File: src/hw/rtl/raster_color_ramp_mapper_top_defines.svh
// ----------------------------------------------------------------------------
// Raster color ramp mapper assertion macros
// Concurrent assertion wrappers; they expand to nothing for synthesis.
// ----------------------------------------------------------------------------
`ifndef RASTER_COLOR_RAMP_MAPPER_TOP_DEFINES_SVH
`define RASTER_COLOR_RAMP_MAPPER_TOP_DEFINES_SVH
`ifndef SYNTHESIS
// Condition holds in the same cycle.
`define RCRM_ASSERT_IMP(label, ante, cons) \
  label: assert property (@(posedge clk) disable iff (rst) (ante) |-> (cons)) \
    else $error("rcrm assertion failed");
// Condition holds in the following cycle.
`define RCRM_ASSERT_NXT(label, ante, cons) \
  label: assert property (@(posedge clk) disable iff (rst) (ante) |=> (cons)) \
    else $error("rcrm assertion failed");
`else
`define RCRM_ASSERT_IMP(label, ante, cons)
`define RCRM_ASSERT_NXT(label, ante, cons)
`endif
`endif

File: src/hw/rtl/rcrm_pkg.sv
// ----------------------------------------------------------------------------
// rcrm_pkg
// Types, codes and helpers shared by the color ramp mapper modules.
// ----------------------------------------------------------------------------
`default_nettype none
package rcrm_pkg;

  localparam logic [2:0] MODE_INHERIT     = 3'd0;
  localparam logic [2:0] MODE_LINEAR      = 3'd1;
  localparam logic [2:0] MODE_DISCRETE    = 3'd2;
  localparam logic [2:0] MODE_EXACT       = 3'd3;
  localparam logic [2:0] MODE_LINEAR_RGBA = 3'd4;
  localparam logic [2:0] MODE_LINEAR_BGRA = 3'd5;

  localparam logic [2:0] REG_DEFAULT_MODE  = 3'd0;
  localparam logic [2:0] REG_DEFAULT_COLOR = 3'd1;
  localparam logic [2:0] REG_NODATA_ENABLE = 3'd2;
  localparam logic [2:0] REG_NODATA_VALUE  = 3'd3;
  localparam logic [2:0] REG_NODATA_OPAQUE = 3'd4;

  localparam int          ADDR_W       = 5;
  localparam int          DIV_STEPS    = 16;
  localparam logic [31:0] OPAQUE_BLACK = 32'hff00_0000;

  typedef enum logic [1:0] {
    KIND_PIXEL,
    KIND_NODATA,
    KIND_APPEND
  } kind_t;

  typedef struct packed {
    kind_t              kind;
    logic signed [31:0] value;
    logic [2:0]         mode;
    logic [31:0]        color;
  } item_t;

  typedef struct packed {
    logic [2:0]         default_mode;
    logic [31:0]        default_color;
    logic               nodata_enable;
    logic signed [31:0] nodata_value;
    logic               nodata_opaque;
  } cfg_t;

  typedef struct packed {
    logic signed [31:0] value;
    logic [2:0]         mode;
    logic [31:0]        color;
  } stop_t;

  typedef struct packed {
    logic full;
    logic nonempty;
  } q_stat_t;

  typedef enum logic [2:0] {
    ST_IDLE,
    ST_SCAN_RD,
    ST_SCAN_CMP,
    ST_DIV,
    ST_MUL,
    ST_LERP,
    ST_OUT
  } state_t;

  function automatic logic [31:0] swap_rb(input logic [31:0] c);
    return {c[31:24], c[7:0], c[15:8], c[23:16]};
  endfunction

  function automatic logic is_linear(input logic [2:0] m);
    return (m == MODE_LINEAR) || (m == MODE_LINEAR_RGBA) || (m == MODE_LINEAR_BGRA);
  endfunction

endpackage
`default_nettype wire

File: src/hw/rtl/rcrm_front.sv
// ----------------------------------------------------------------------------
// rcrm_front
// Accepts input items and sorts them into append, nodata and pixel kinds.
// ----------------------------------------------------------------------------
`default_nettype none
module rcrm_front
  import rcrm_pkg::*;
(
  input  wire logic               in_valid,
  input  wire logic               action,
  input  wire logic signed [31:0] value,
  input  wire logic [2:0]         stop_mode,
  input  wire logic [31:0]        stop_color,
  input  wire cfg_t               cfg,
  input  wire q_stat_t            q_stat,
  output logic                    in_stall,
  output logic                    push,
  output item_t                   item
);

  always_comb begin
    item.value = value;
    item.mode  = stop_mode;
    item.color = stop_color;
    if (action) begin
      item.kind = KIND_APPEND;
    end else if (cfg.nodata_enable && (value == cfg.nodata_value)) begin
      item.kind = KIND_NODATA;
    end else begin
      item.kind = KIND_PIXEL;
    end
  end

  assign in_stall = q_stat.full;
  assign push     = in_valid && !q_stat.full;

endmodule
`default_nettype wire

File: config.mk
export PLATFORM = sky130hd
export DESIGN_NAME = rcrm_front
export DESIGN_NICKNAME = d
export VERILOG_FILES = /design/src/hw/rtl/raster_color_ramp_mapper_top_defines.svh /design/src/hw/rtl/rcrm_pkg.sv /design/src/hw/rtl/rcrm_front.sv
export SDC_FILE = /design/constraint.sdc
export NUM_CORES = 1
export LEC_CHECK = 0
export ABC_AREA = 1
export BUFFER_PORTS_ARGS = -buffer_cell sky130_fd_sc_hd__buf_2
export CAP_MARGIN = 20
export CORE_AREA = 2 2 82 84
export DETAILED_ROUTE_END_ITERATION = 7
export DIE_AREA = 0 0 84 86
export PLACE_DENSITY = 0.56
export SLEW_MARGIN = 20
export SYNTH_ARGS = -nofsm -noshare
export SYNTH_HDL_FRONTEND = slang
export SYNTH_SLANG_ARGS = --single-unit
File: constraint.sdc
create_clock -name vclk -period 1.5
set_input_delay 0.075 -clock vclk [all_inputs]
set_output_delay 0.075 -clock vclk [all_outputs]
set_load 0.02 [all_outputs]
== Word-level counts from Yosys, hierarchy flattened ==
Cells that the tools add are included.
Word-level totals
  register bits after elaboration: 0
  output and inout bits: 71
  logic and storage cells: 6
Operators by class
  equal/unequal tests: 1
  mux-type cells: 2
  reduce and logical (&&, ||, !) cells: 3
Operators by type and width (number)
  $eq 32x32->1: 1
  $logic_and 1x1->1: 2
  $mux 2: 1
  $logic_not 1->1: 1
  $mux 1: 1

== Depth between registers and ports, before layout ==
  depth in word-level cells: 4
  mapped depth: 8
  gate-level depth less buffers: 8

== Least setup slack after synthesis ==
Ideal clock, no wire load.
  kind: input port to output port
  from: input port cfg[15] (netlist name)
  to: output port item[67] (netlist name)
  data arrival time: 0.772 ns
  required time: 1.425 ns
  setup slack: 0.653 ns
  stages on the path: 7
  path buffers: 0
  path through: inv_1 > nor2_1 > nor3_1 > nand2_1 > nor2_1 > nand3_1 > nor2_1
RTL lines
  from (decl): line rcrm_front.sv:14  | input wire cfg_t cfg,
  to (decl): line rcrm_front.sv:18  | output item_t item

==> summary.txt <==
synth unique cells = 10
share of power burned in combinational logic = 100.0%
combinational family with the most area after synthesis = buffers and inverters
# diodes = 0
slew at the pin closest to its max-slew limit = 222 ps
core footprint = 0.00628 mm^2
clock period minus worst slack = 1070 ps
Final Net Count = 386
switching power = 0.190 mW
most used cells in the layout excluding fill and tap cells = 104 x sky130_fd_sc_hd__buf_2, 59 x sky130_fd_sc_hd__nand2_1, 39 x sky130_fd_sc_hd__inv_1
syn avg cell area = 5.28 um^2
number of DRC markers in iteration 0 = 19
setup repair after global routing missed its margin = no
post-route cell area = 0.00120 mm^2
vias per inst = 3.51
adder and majority gate portion of the synthesized area = 0%
router iterations before antenna repair = 4
tightest slew margin relative to the limit = 85.1%
fraction of layout cells with a size suffix above 1 = 42.6%
final setup violation count = 0
share of the synthesized netlist area taken by xor and xnor gates = 7.14%
post-synthesis instance area = 0.00110 mm^2
synth warn = 0
synthesis-to-layout area growth = 8.96%
global-route wire length before repair = 4.18 mm
number of slew-limit violations in the final report = 0
wire length reported by the detailed router = 2.74 mm
fraction of power consumed by sequential logic = 0%
number of gates resized after cts = 0
post-route core utilization = 19.2%
total count of hold-check failures in the final report = 0
origin of the worst min-delay path = stop_color[14]
Peak Freq = 935 MHz
via count of the first global-routing pass = 986
antenna violations before repair = 0
number of placement rows = 29
element type at the critical path start = input port
Via Count = 1126
final clock period utilization by the worst path = 71.3%
port buffer count = 104
cell count after placement = 321
storage element area = 0 um^2
total power after layout = 0.339 mW
Post-Synthesis Cells = 209
Leakage Power = 0.845 nW
number of sequential cells in the layout = 0
final hold slack = 150 ps
most common cell after layout, fill and taps aside = sky130_fd_sc_hd__buf_2
starting utilization of the core area = 17.6%
outcome = finished clean
maximum number of pins on one net before global-route repair = 4
total of hold buffers inserted after clock tree synthesis = 0
Non-Filler Instances = 321
Routability Congestion = 0.623
Placed Instance Area = 0.00120 mm^2
worst setup slack before clock tree synthesis = 364 ps
family with the most delay on the worst path = simple AND/OR/NAND/NOR gates
part of the total power dissipated in the clock network = 0%
Overall Global Routing Usage = 6.84%
Max IR drop VDD = 0.0000644 V
post-synthesis share of cell area spent on and, or, nand and nor gates = 29.3%
Most common cell on crit path = sky130_fd_sc_hd__nor2_1
syn_nets = 349
post-CTS repair timing setup buffer count = 0
sequential-to-total area share from yosys stat = 0%
compound-gate portion of the synthesized area = 3.40%
full die area = 0.00722 mm^2
IO Pins = 211
Clock buffer cells = 0
total negative slack for setup checks = 0 ps
critical path's slowest cell = sky130_fd_sc_hd__buf_2
average wire length per cell after detail routing = 8.54 um
die width = 84 um
critical-path cell list = buf_2, nand2_1, o21ai_0, nor2_1, nand2_1, nor2_1, nand3_1, nor2_1, buf_2
Die Ht = 86 um
category of the critical setup timing path = in2out
Detailed Place HPWL = 2.58 mm
cells taking the most area after synthesis = sky130_fd_sc_hd__buf_4 47%, sky130_fd_sc_hd__nand2_1 20%, sky130_fd_sc_hd__inv_1 13%, sky130_fd_sc_hd__nor2_1 7.8%, sky130_fd_sc_hd__xnor2_1 6.3%
post-synth top area cell = sky130_fd_sc_hd__buf_4
class of the most critical hold timing path = in2out
Post-route DRC = 0
Critical Path Source = value[7]
Synth top area share = 46.9%
largest fanout of any net on the critical path = 3
multiplexer fraction of the synthesized cell area = 0%
highest cell delay on the worst timing path = 160 ps
required time of the critical path = 1420 ps
number of buffer and inverter stages on the critical path = 2
number of violations of the max-capacitance limit = 0
Switching Share = 56.0%
Int Pwr = 0.149 mW
power per cell area = 282 mW/mm^2
arrival time worst endpoint = 990 ps
GRT Residual Overflow = 0
Worst Setup Slack, final = 430 ps
category of the worst setup path capture point = output port
final antenna-violating net count = 0
==> power groups by stage <==
stage | clock network, mW | logic, mW | registers, mW
2_1_floorplan | 0 | 0.372 | 0
3_3_place_gp | 0 | 0.341 | 0
3_5_place_dp | 0 | 0.344 | 0
4_1_cts | 0 | 0.345 | 0
5_1_grt | 0 | 0.383 | 0
6_report | 0 | 0.339 | 0
==> routing by layer <==
layer  global-route usage, %  wire length [um]  vias to the layer above
met5                       0                 0                        -
met4                    1.61                59                        0
met3                   0.674               297                        8
met2                    13.5              1350                       72
met1                    7.83              1030                      445
li1                        -                 -                      601
==> cells by family after synthesis <==
logic type | after synthesis
simple gates | 85
compound gates | 7
xor+xnor | 9
buf+inv | 108
==> synthesized netlist by cell type (all sizes together) <==
library cell,instances
nor2,23
nor3,1
xnor2,8
nand2,59
buf,69
o211ai,1
inv,39
o21ai,6
nand3,2
xor2,1
==> final cells by class <==
type / count / area, um^2
Fill cell: 753 / 5070
Timing Repair Buffer: 104 / 520
Multi-Input combinational cell: 101 / 439
Inverter: 39 / 146
Tap cell: 77 / 96.3
==> worst paths after layout <==
path | slack [ps] | to | cells after the start
max | 430 | item[67] | 9
min | 150 | item[14] | 0
No activity file was read; power rests on OpenSTA's default activity.
