### config.mk
export PLATFORM = sky130hd
export DESIGN_NAME = rcrm_queue
export DESIGN_NICKNAME = d
export VERILOG_FILES = /design/src/hw/rtl/raster_color_ramp_mapper_top_defines.svh /design/src/hw/rtl/rcrm_pkg.sv /design/src/hw/rtl/rcrm_queue.sv
export SDC_FILE = /design/constraint.sdc
export NUM_CORES = 1
export LEC_CHECK = 0
export BUFFER_PORTS_ARGS = -buffer_cell sky130_fd_sc_hd__buf_4
export CAP_MARGIN = 0
export CORE_ASPECT_RATIO = 1.4
export CORE_MARGIN = 2
export CORE_UTILIZATION = 46
export CTS_BUF_LIST = sky130_fd_sc_hd__clkbuf_8
export DETAILED_ROUTE_END_ITERATION = 10
export HOLD_SLACK_MARGIN = 0.05
export PLACE_DENSITY = 0.74
export SYNTH_ARGS = -nofsm -noshare
export SYNTH_HDL_FRONTEND = slang
export SYNTH_SLANG_ARGS = --single-unit
### constraint.sdc
create_clock -name clk -period 4.5 [get_ports clk]
set_clock_uncertainty 0.1 [all_clocks]
set_input_delay 0.9 -clock clk [delete_from_list [all_inputs] [get_ports clk]]
set_output_delay 0.9 -clock clk [all_outputs]
set_load 0.1 [all_outputs]
### src/hw/rtl/raster_color_ramp_mapper_top_defines.svh
// ----------------------------------------------------------------------------
// Raster color ramp mapper assertion macros
// Concurrent assertion wrappers; they expand to nothing for synthesis.
// ----------------------------------------------------------------------------
`ifndef RASTER_COLOR_RAMP_MAPPER_TOP_DEFINES_SVH
`define RASTER_COLOR_RAMP_MAPPER_TOP_DEFINES_SVH
`ifndef SYNTHESIS
// Condition holds in the same cycle.
`define RCRM_ASSERT_IMP(label, ante, cons) \
  label: assert property (@(posedge clk) disable iff (rst) (ante) |-> (cons)) \
    else $error("rcrm assertion failed");
// Condition holds in the following cycle.
`define RCRM_ASSERT_NXT(label, ante, cons) \
  label: assert property (@(posedge clk) disable iff (rst) (ante) |=> (cons)) \
    else $error("rcrm assertion failed");
`else
`define RCRM_ASSERT_IMP(label, ante, cons)
`define RCRM_ASSERT_NXT(label, ante, cons)
`endif
`endif

### src/hw/rtl/rcrm_pkg.sv
// ----------------------------------------------------------------------------
// rcrm_pkg
// Types, codes and helpers shared by the color ramp mapper modules.
// ----------------------------------------------------------------------------
`default_nettype none
package rcrm_pkg;

  localparam logic [2:0] MODE_INHERIT     = 3'd0;
  localparam logic [2:0] MODE_LINEAR      = 3'd1;
  localparam logic [2:0] MODE_DISCRETE    = 3'd2;
  localparam logic [2:0] MODE_EXACT       = 3'd3;
  localparam logic [2:0] MODE_LINEAR_RGBA = 3'd4;
  localparam logic [2:0] MODE_LINEAR_BGRA = 3'd5;

  localparam logic [2:0] REG_DEFAULT_MODE  = 3'd0;
  localparam logic [2:0] REG_DEFAULT_COLOR = 3'd1;
  localparam logic [2:0] REG_NODATA_ENABLE = 3'd2;
  localparam logic [2:0] REG_NODATA_VALUE  = 3'd3;
  localparam logic [2:0] REG_NODATA_OPAQUE = 3'd4;

  localparam int          ADDR_W       = 5;
  localparam int          DIV_STEPS    = 16;
  localparam logic [31:0] OPAQUE_BLACK = 32'hff00_0000;

  typedef enum logic [1:0] {
    KIND_PIXEL,
    KIND_NODATA,
    KIND_APPEND
  } kind_t;

  typedef struct packed {
    kind_t              kind;
    logic signed [31:0] value;
    logic [2:0]         mode;
    logic [31:0]        color;
  } item_t;

  typedef struct packed {
    logic [2:0]         default_mode;
    logic [31:0]        default_color;
    logic               nodata_enable;
    logic signed [31:0] nodata_value;
    logic               nodata_opaque;
  } cfg_t;

  typedef struct packed {
    logic signed [31:0] value;
    logic [2:0]         mode;
    logic [31:0]        color;
  } stop_t;

  typedef struct packed {
    logic full;
    logic nonempty;
  } q_stat_t;

  typedef enum logic [2:0] {
    ST_IDLE,
    ST_SCAN_RD,
    ST_SCAN_CMP,
    ST_DIV,
    ST_MUL,
    ST_LERP,
    ST_OUT
  } state_t;

  function automatic logic [31:0] swap_rb(input logic [31:0] c);
    return {c[31:24], c[7:0], c[15:8], c[23:16]};
  endfunction

  function automatic logic is_linear(input logic [2:0] m);
    return (m == MODE_LINEAR) || (m == MODE_LINEAR_RGBA) || (m == MODE_LINEAR_BGRA);
  endfunction

endpackage
`default_nettype wire

### src/hw/rtl/rcrm_queue.sv
// ----------------------------------------------------------------------------
// rcrm_queue
// Two-entry item queue between the front classifier and the back engine.
// ----------------------------------------------------------------------------
`default_nettype none
module rcrm_queue
  import rcrm_pkg::*;
(
  input  wire logic    clk,
  input  wire logic    rst,
  input  wire logic    push,
  input  wire item_t   push_item,
  input  wire logic    pop,
  output item_t        head,
  output q_stat_t      stat
);

  item_t      slots [2];
  logic       wp;
  logic       rp;
  logic [1:0] cnt;

  always_ff @(posedge clk) begin
    if (rst) begin
      wp  <= 1'b0;
      rp  <= 1'b0;
      cnt <= 2'd0;
    end else begin
      if (push) wp <= ~wp;
      if (pop)  rp <= ~rp;
      cnt <= cnt + 2'(push) - 2'(pop);
    end
  end

  always_ff @(posedge clk) begin
    if (push) slots[wp] <= push_item;
  end

  assign head          = slots[rp];
  assign stat.full     = (cnt == 2'd2);
  assign stat.nonempty = (cnt != 2'd0);

endmodule
`default_nettype wire

# Yosys cells after proc, flatten, opt, wreduce, memory -nomap -nowiden
# Memory sizes are Yosys's and may differ from the RTL's. A register that Yosys moved wholly into a read port is not among the register bits.
# Cells that the tools add are included.
# W data, S select, Z words.
[classes] eq_ne=1 n_reduce_logical=1 shifts=0 div=0 bitwise=2 multipliers=0 n_lt_le_gt_ge=0 mux=4 n_addsub=2
[op_table] cell="$mux W1" count=4
[op_table] cell="$add A2 B1 Y2" count=1
[op_table] cell="$eq A2 B2 Y1 const B" count=1
[op_table] cell="$not A1 Y1" count=2
[op_table] cell="$reduce_bool A2 Y1" count=1
[op_table] cell="$sub A2 B1 Y2" count=1
[totals] output_inout_bits=71 memories=1 reg_bits=4 wordCells=14 romBits=0 ramBits=138 latch_bits=0 in_bits=73
[memory_table] memory="slots" depth=2 word_bits=69 read_ports=1 rd_clocked_by_memory_dff=1 wr=1 line_no="rcrm_queue.sv:18" source="item_t slots [2];"

# Depth between registers and ports, before layout
# Gate-level depths: netlist (run 1).
[depth] depth_word=3 mapped_depth=6 depth_no_buf=6

# Worst setup path before layout (run 1)
# No wires, ideal clock.
[synth_timing] path_kind="input to register" start="input port push" end="memory slots[0][0] (netlist bit), enable pin" slack_ns=-0.033 setup_ns=0.505 cell_stages=1 t_arrival_ns=3.928 required_time_ns=3.895 path_buffers=0 path_cell_list="nor2b_1"
[synth_via] elab_chain_cells=2
[synth_lines] item="start: declaration" line_no="rcrm_queue.sv:11" source="input wire logic push,"
[synth_lines] item="$mux W1" line_no="rcrm_queue.sv:36" source="if (push) slots[wp] <= push_item;"
[synth_lines] item="$mux W1 (implied by the code)" line_no="rcrm_queue.sv:36"
[synth_lines] item="end: declaration" line_no="rcrm_queue.sv:18"
# Every way passes these cells.

==> results of run 1 <==
-- sequential cells by signal (all words and copies together), names as in the netlist, named ones only --
register and flops:
wp 1, cnt 2, slots 138, rp 1
-- area by class of cell --
cell class | instances | area share [%]
multi-input combinational | 83 | 13.6
clock buffer | 17 | 3.39
tap | 144 | 2.61
sequential | 143 | 61.6
timing repair buffer | 144 | 15.9
inverter | 2 | 0.109
clock inverter | 14 | 2.85
-- where the power goes --
part	internal, W	switching, W	leakage (nW)
combinational	0.000224	0.000653	1.06
clock	0.000648	0.000443	0.216
sequential	0.00155	0.0000452	1.34
total	0.00243	0.00114	2.61
-- cell usage after synthesis --
cell      count  area share [%]
inv_1         2            0.14
buf_6         2            0.43
dfxtp_1       5             1.9
mux2_4       10             2.9
nor2_1        4            0.29
xnor3_1       1            0.43
buf_8         1            0.29
buf_2         5            0.48
or2_2         1            0.12
mux2_2       59              13
and2_1        1            0.12
nor2b_1       3            0.36
ha_1          2            0.48
edfxtp_1    138              79
xnor2_1       2            0.33
-- worst reg2reg max path, delay by kind of cell (launching register included) --
family | cells | cell delay, ns
flops | 1 | 0.35
buf+inv | 1 | 0.33
simple gates | 1 | 0.83
-- stage by stage --
stage | total power, W | cell area, um^2 | util (%) | setup slack, ns | hold WS (ns)
2_1_floorplan | 0.00231 | 5240 | - | 1.26 | 0.380
5_1_grt | 0.00368 | 6900 | 61.4 | 1.26 | 0.493
3_3_place_gp | 0.00250 | 6460 | 57.6 | 1.79 | 0.396
3_5_place_dp | 0.00251 | 6460 | 57.6 | 1.80 | 0.398
6_report | 0.00357 | 6900 | 61.4 | 1.37 | 0.422
4_1_cts | 0.00360 | 6900 | 61.4 | 1.33 | 0.425
-- layer usage --
metal	share of wire [%]	wire length, um
met5	0	0
met4	2.8	257
met3	5.3	482
met2	55	5070
met1	37	3360
-- cells by family (layout without fill, tap and decap cells) --
group                      after synthesis  in the layout  share of synthesized area [%]
adders and majority gates                2              2                          0.477
xor gates and xnor gates                 3              3                          0.764
and+or+nand+nor                          9              9                          0.884
DFF                                    143            143                           81.0
buffers and inverters                   10            177                           1.34
muxes                                   69             69                           15.5
-- how the worst max path moves through the flow --
stage | from | end | slack, ns | depth (start not counted)
after CTS | register | head[0] | 1.33 | 2
after global placement | register | head[1] | 1.79 | 2
after detailed placement | register | head[0] | 1.80 | 2
final | register | head[0] | 1.37 | 2
after global routing | register | head[0] | 1.26 | 2
after floorplan | push | slots[0][0] | 1.26 | 1
==> flow_metrics.tcl, run 1 <==
set metrics [dict create \
    drc 0 \
    slew_headroom_pct 29.3 \
    outcome "complete, no violations" \
    r2r_end "slots[0][59]" \
    final-hold-violation-count 0 \
    grt_pass1_wl_um 13400 \
    setup.worst_path.end_class "output pin" \
    reg2reg_slack_ns 2.56 \
    synth.distinct_cells 15 \
    cp-start-kind "register" \
    ant_nets 0 \
    place_congestion 0.701 \
    peakVddDrop_mv 0.304 \
    use_met3_pct 4.68 \
    grt_busiest_layer "met2" \
    drv_slew 0 \
    reg2reg_depth 2 \
    grt_max_degree 70 \
    die_area_mm2 0.0123 \
    cellLeakagePower_nw 2.61 \
    fillCellCount 847 \
    overflow 0 \
    ys.warnings.count 0 \
    fin_nets 466 \
    pin_count 144 \
    rsz0062_at_grt "false" \
    worst_slew_pin_slew_ns 1.06 \
    ys_seq_area_share_pct 81.0 \
    crit_path_cell_trace "mux2_2 > buf_4" \
    critPathKind "register to output pin" \
    grt_pass1_vias 2734 \
    diodes 0 \
    drv_cap 0 \
    cts_tree "built" \
    fmax_ghz 0.320 \
    syn_area_per_cell_um2 22.2 \
    crit_family "flip-flops" \
    die_h_um 130 \
    postCtsHoldBufs 0 \
    dpl.cell_count 516 \
    clkLatencyLatePin_ns 0.42 \
    required_ns 3.50 \
    cts_setup_buffers 0 \
    drt_wl_total_um 9180 \
    grt_use_total_pct 14.9 \
    clk_pin_slew_worst_paths_ns 0.07 \
    crit_arrival_ns 2.13 \
    area_growth_pct 31.6 \
    detail_route.wl_per_cell_um 16.8 \
    fp.dieW_um 94.2 \
    syn_nets 311 \
    layout_common_cells "143 x buf_4, 138 x edfxtp_1, 59 x mux2_2" \
    ctsLongestPathBuffers 2 \
    fin_crit_sh_pct 69.5 \
    seqCellArea_mm2 0.00425 \
    avgViaCountPerCell 4.86 \
    hold_end "rp" \
    finalSetupTns_ns 0 \
    htreeDepth 4 \
    initial_core_util_pct 46.7 \
    path_max_fanout 69 \
    portBuffers 143 \
    cts-root-buf "clkbuf_8" \
    num_vias 2661 \
    hpwl_um 5880 \
    syn_inst 236 \
    hold_depth 2 \
    cts_buffers 17 \
    setup_viol 0 \
    ctsResizeCount 0 \
    drive_gt1_share_pct 60.5 \
    hold_path_class "register to register" \
    r2r_start "wp" \
    cts_sinks 143 \
    fp.coreArea_mm2 0.0112 \
    antenna_found_initial 0 \
    syn_area_mm2 0.00524 \
    fin_cells 547 \
    synth_seq_cells 143 \
    min_period_ns 3.13 \
    min-delay-start "rp" \
    groute.layer.met2.usage_pct 26.5 \
    met1_usage_pct 15.5 \
    drtIter0Drc 154 \
    dr.pass1.iters 6 \
    multi_input_area_um2 936 \
    mostFrequentLayoutCell "buf_4" \
    num_rows 46 \
    crit_path_max_incr_delay_ns 0.97 \
    worst-path-buf-inv 1 \
    cp_slowest_cell "dfxtp_4" \
    pwr_density_cell_mw_per_mm2 517 \
]
No activity file was read; power rests on OpenSTA's default activity.
==> inputs of run 2 (changes only) <==
- PLACE_DENSITY: 0.74 -> 0.72
- clock period: 4.5 -> 3.1 ns (I/O delays scaled with it)
==> flow_metrics.tcl, run 2 (synthesis gave the netlist of run 1 again) <==
set metrics [dict create \
    setup_viol 0 \
    hold_path_class "input pin to register" \
    diodes 0 \
    fin_nets 469 \
    clk_pin_slew_worst_paths_ns 0.08 \
    drtIter0Drc 119 \
    initial_core_util_pct 46.7 \
    area_growth_pct 32.8 \
    layout_common_cells "145 x buf_4, 138 x edfxtp_1, 59 x mux2_2" \
    slew_headroom_pct 65.3 \
    pwr_density_cell_mw_per_mm2 758 \
    ctsResizeCount 0 \
    mostFrequentLayoutCell "buf_4" \
    drt_wl_total_um 9500 \
    top_regs "slots: 138 flops, cnt: 2 flops" \
    finalSetupTns_ns 0 \
    drv_cap 0 \
    die_h_um 130 \
    rsz0062_at_grt "false" \
    cp_slowest_cell "dfxtp_4" \
    cellLeakagePower_nw 2.65 \
    largest_register_ffs 138 \
    avgViaCountPerCell 4.83 \
    top_register "slots" \
    required_ns 2.38 \
    critPathKind "register to output pin" \
    crit_path_cell_trace "buf_12 > mux2_2 > buf_4" \
    worst-path-buf-inv 2 \
    antenna_found_initial 0 \
    pin_count 144 \
    seqCellArea_mm2 0.00425 \
    postCtsHoldBufs 0 \
    grt_pass1_vias 2780 \
    whs_ns 0.274 \
    ant_nets 0 \
    worst_slack_ns 0.359 \
    place_congestion 0.710 \
    grt_max_degree 39 \
    peakVddDrop_mv 0.602 \
    setup.worst_path.end_class "output pin" \
    fmax_ghz 0.365 \
    die_area_mm2 0.0123 \
    drive_gt1_share_pct 60.7 \
    grt_pass1_wl_um 13700 \
    num_rows 46 \
    cts_buffers 17 \
    ctsLongestPathBuffers 2 \
    fillCellCount 862 \
    num_vias 2660 \
    crit_arrival_ns 2.02 \
    fp.dieW_um 94.2 \
    cts-root-buf "clkbuf_8" \
    clkLatencyLatePin_ns 0.42 \
    fp.coreArea_mm2 0.0112 \
    min_period_ns 2.74 \
    outcome "complete, no violations" \
    final-hold-violation-count 0 \
    portBuffers 143 \
    detail_route.wl_per_cell_um 17.2 \
    dr.pass1.iters 4 \
    crit_family "flip-flops" \
    path_max_fanout 36 \
    fin_crit_sh_pct 88.4 \
    cts_setup_buffers 0 \
    drv_slew 0 \
    post-place-ws_ns 0.766 \
    multi_input_area_um2 936 \
    drc 0 \
    crit_path_max_incr_delay_ns 0.65 \
    cts_sinks 143 \
    cts_tree "built" \
    cp-start-kind "register" \
    overflow 0 \
    grt_use_total_pct 15.4 \
    htreeDepth 4 \
    worst_slew_pin_slew_ns 0.521 \
]
[run 2: cell count changes in the layout (fill, tap and decap cells not counted)]
cell,change
clkinv_2,-1
clkinv_1,-1
buf_4,+2
clkinv_4,+1
inv_6,-1
bufinv_16,+1
inv_1,+2
buf_12,+1
[run 2: worst paths after layout]
kind	slack (ns)	end	from	depth (start not counted)
worst max-delay path	0.36	head[9]	register	3
worst min-delay path	0.27	slots[1][45]	push_item[45]	1
worst max register to register	1.47	slots[1][10]	wp	2
worst min register to register	0.43	rp	rp	2
[run 2: stage by stage]
step	power, W	util [%]	std cells	area, um^2
5_1_grt	0.00544	62.0	551	6960
4_1_cts	0.00532	62.0	551	6960
3_3_place_gp	0.00364	57.9	519	6500
3_5_place_dp	0.00366	57.9	519	6500
6_report	0.00527	62.0	551	6960
2_1_floorplan	0.00336	-	236	5240
[run 2: area by class of cell]
class                      count  share of cell area, %
inverter                       2                  0.108
sequential                   143                   61.0
clock inverter                15                   3.24
timing repair buffer         147                   16.2
tap                          144                   2.59
multi-input combinational     83                   13.4
clock buffer                  17                   3.36
[run 2: layer usage]
layer | wire length (um) | track usage (%) | vias up
li1 | - | - | 1242
met1 | 3220 | 15.0 | 1319
met2 | 5500 | 28.7 | 84
met3 | 566 | 5.25 | 15
met4 | 216 | 7.76 | 0
met5 | 0 | 0 | -
[run 2: report_power, final]
| part | switching (W) | internal, W | leakage, nW |
|---|---|---|---|
| sequential | 0.0000474 | 0.00225 | 1.34 |
| clock | 0.000649 | 0.00102 | 0.234 |
| combinational | 0.000970 | 0.000330 | 1.08 |
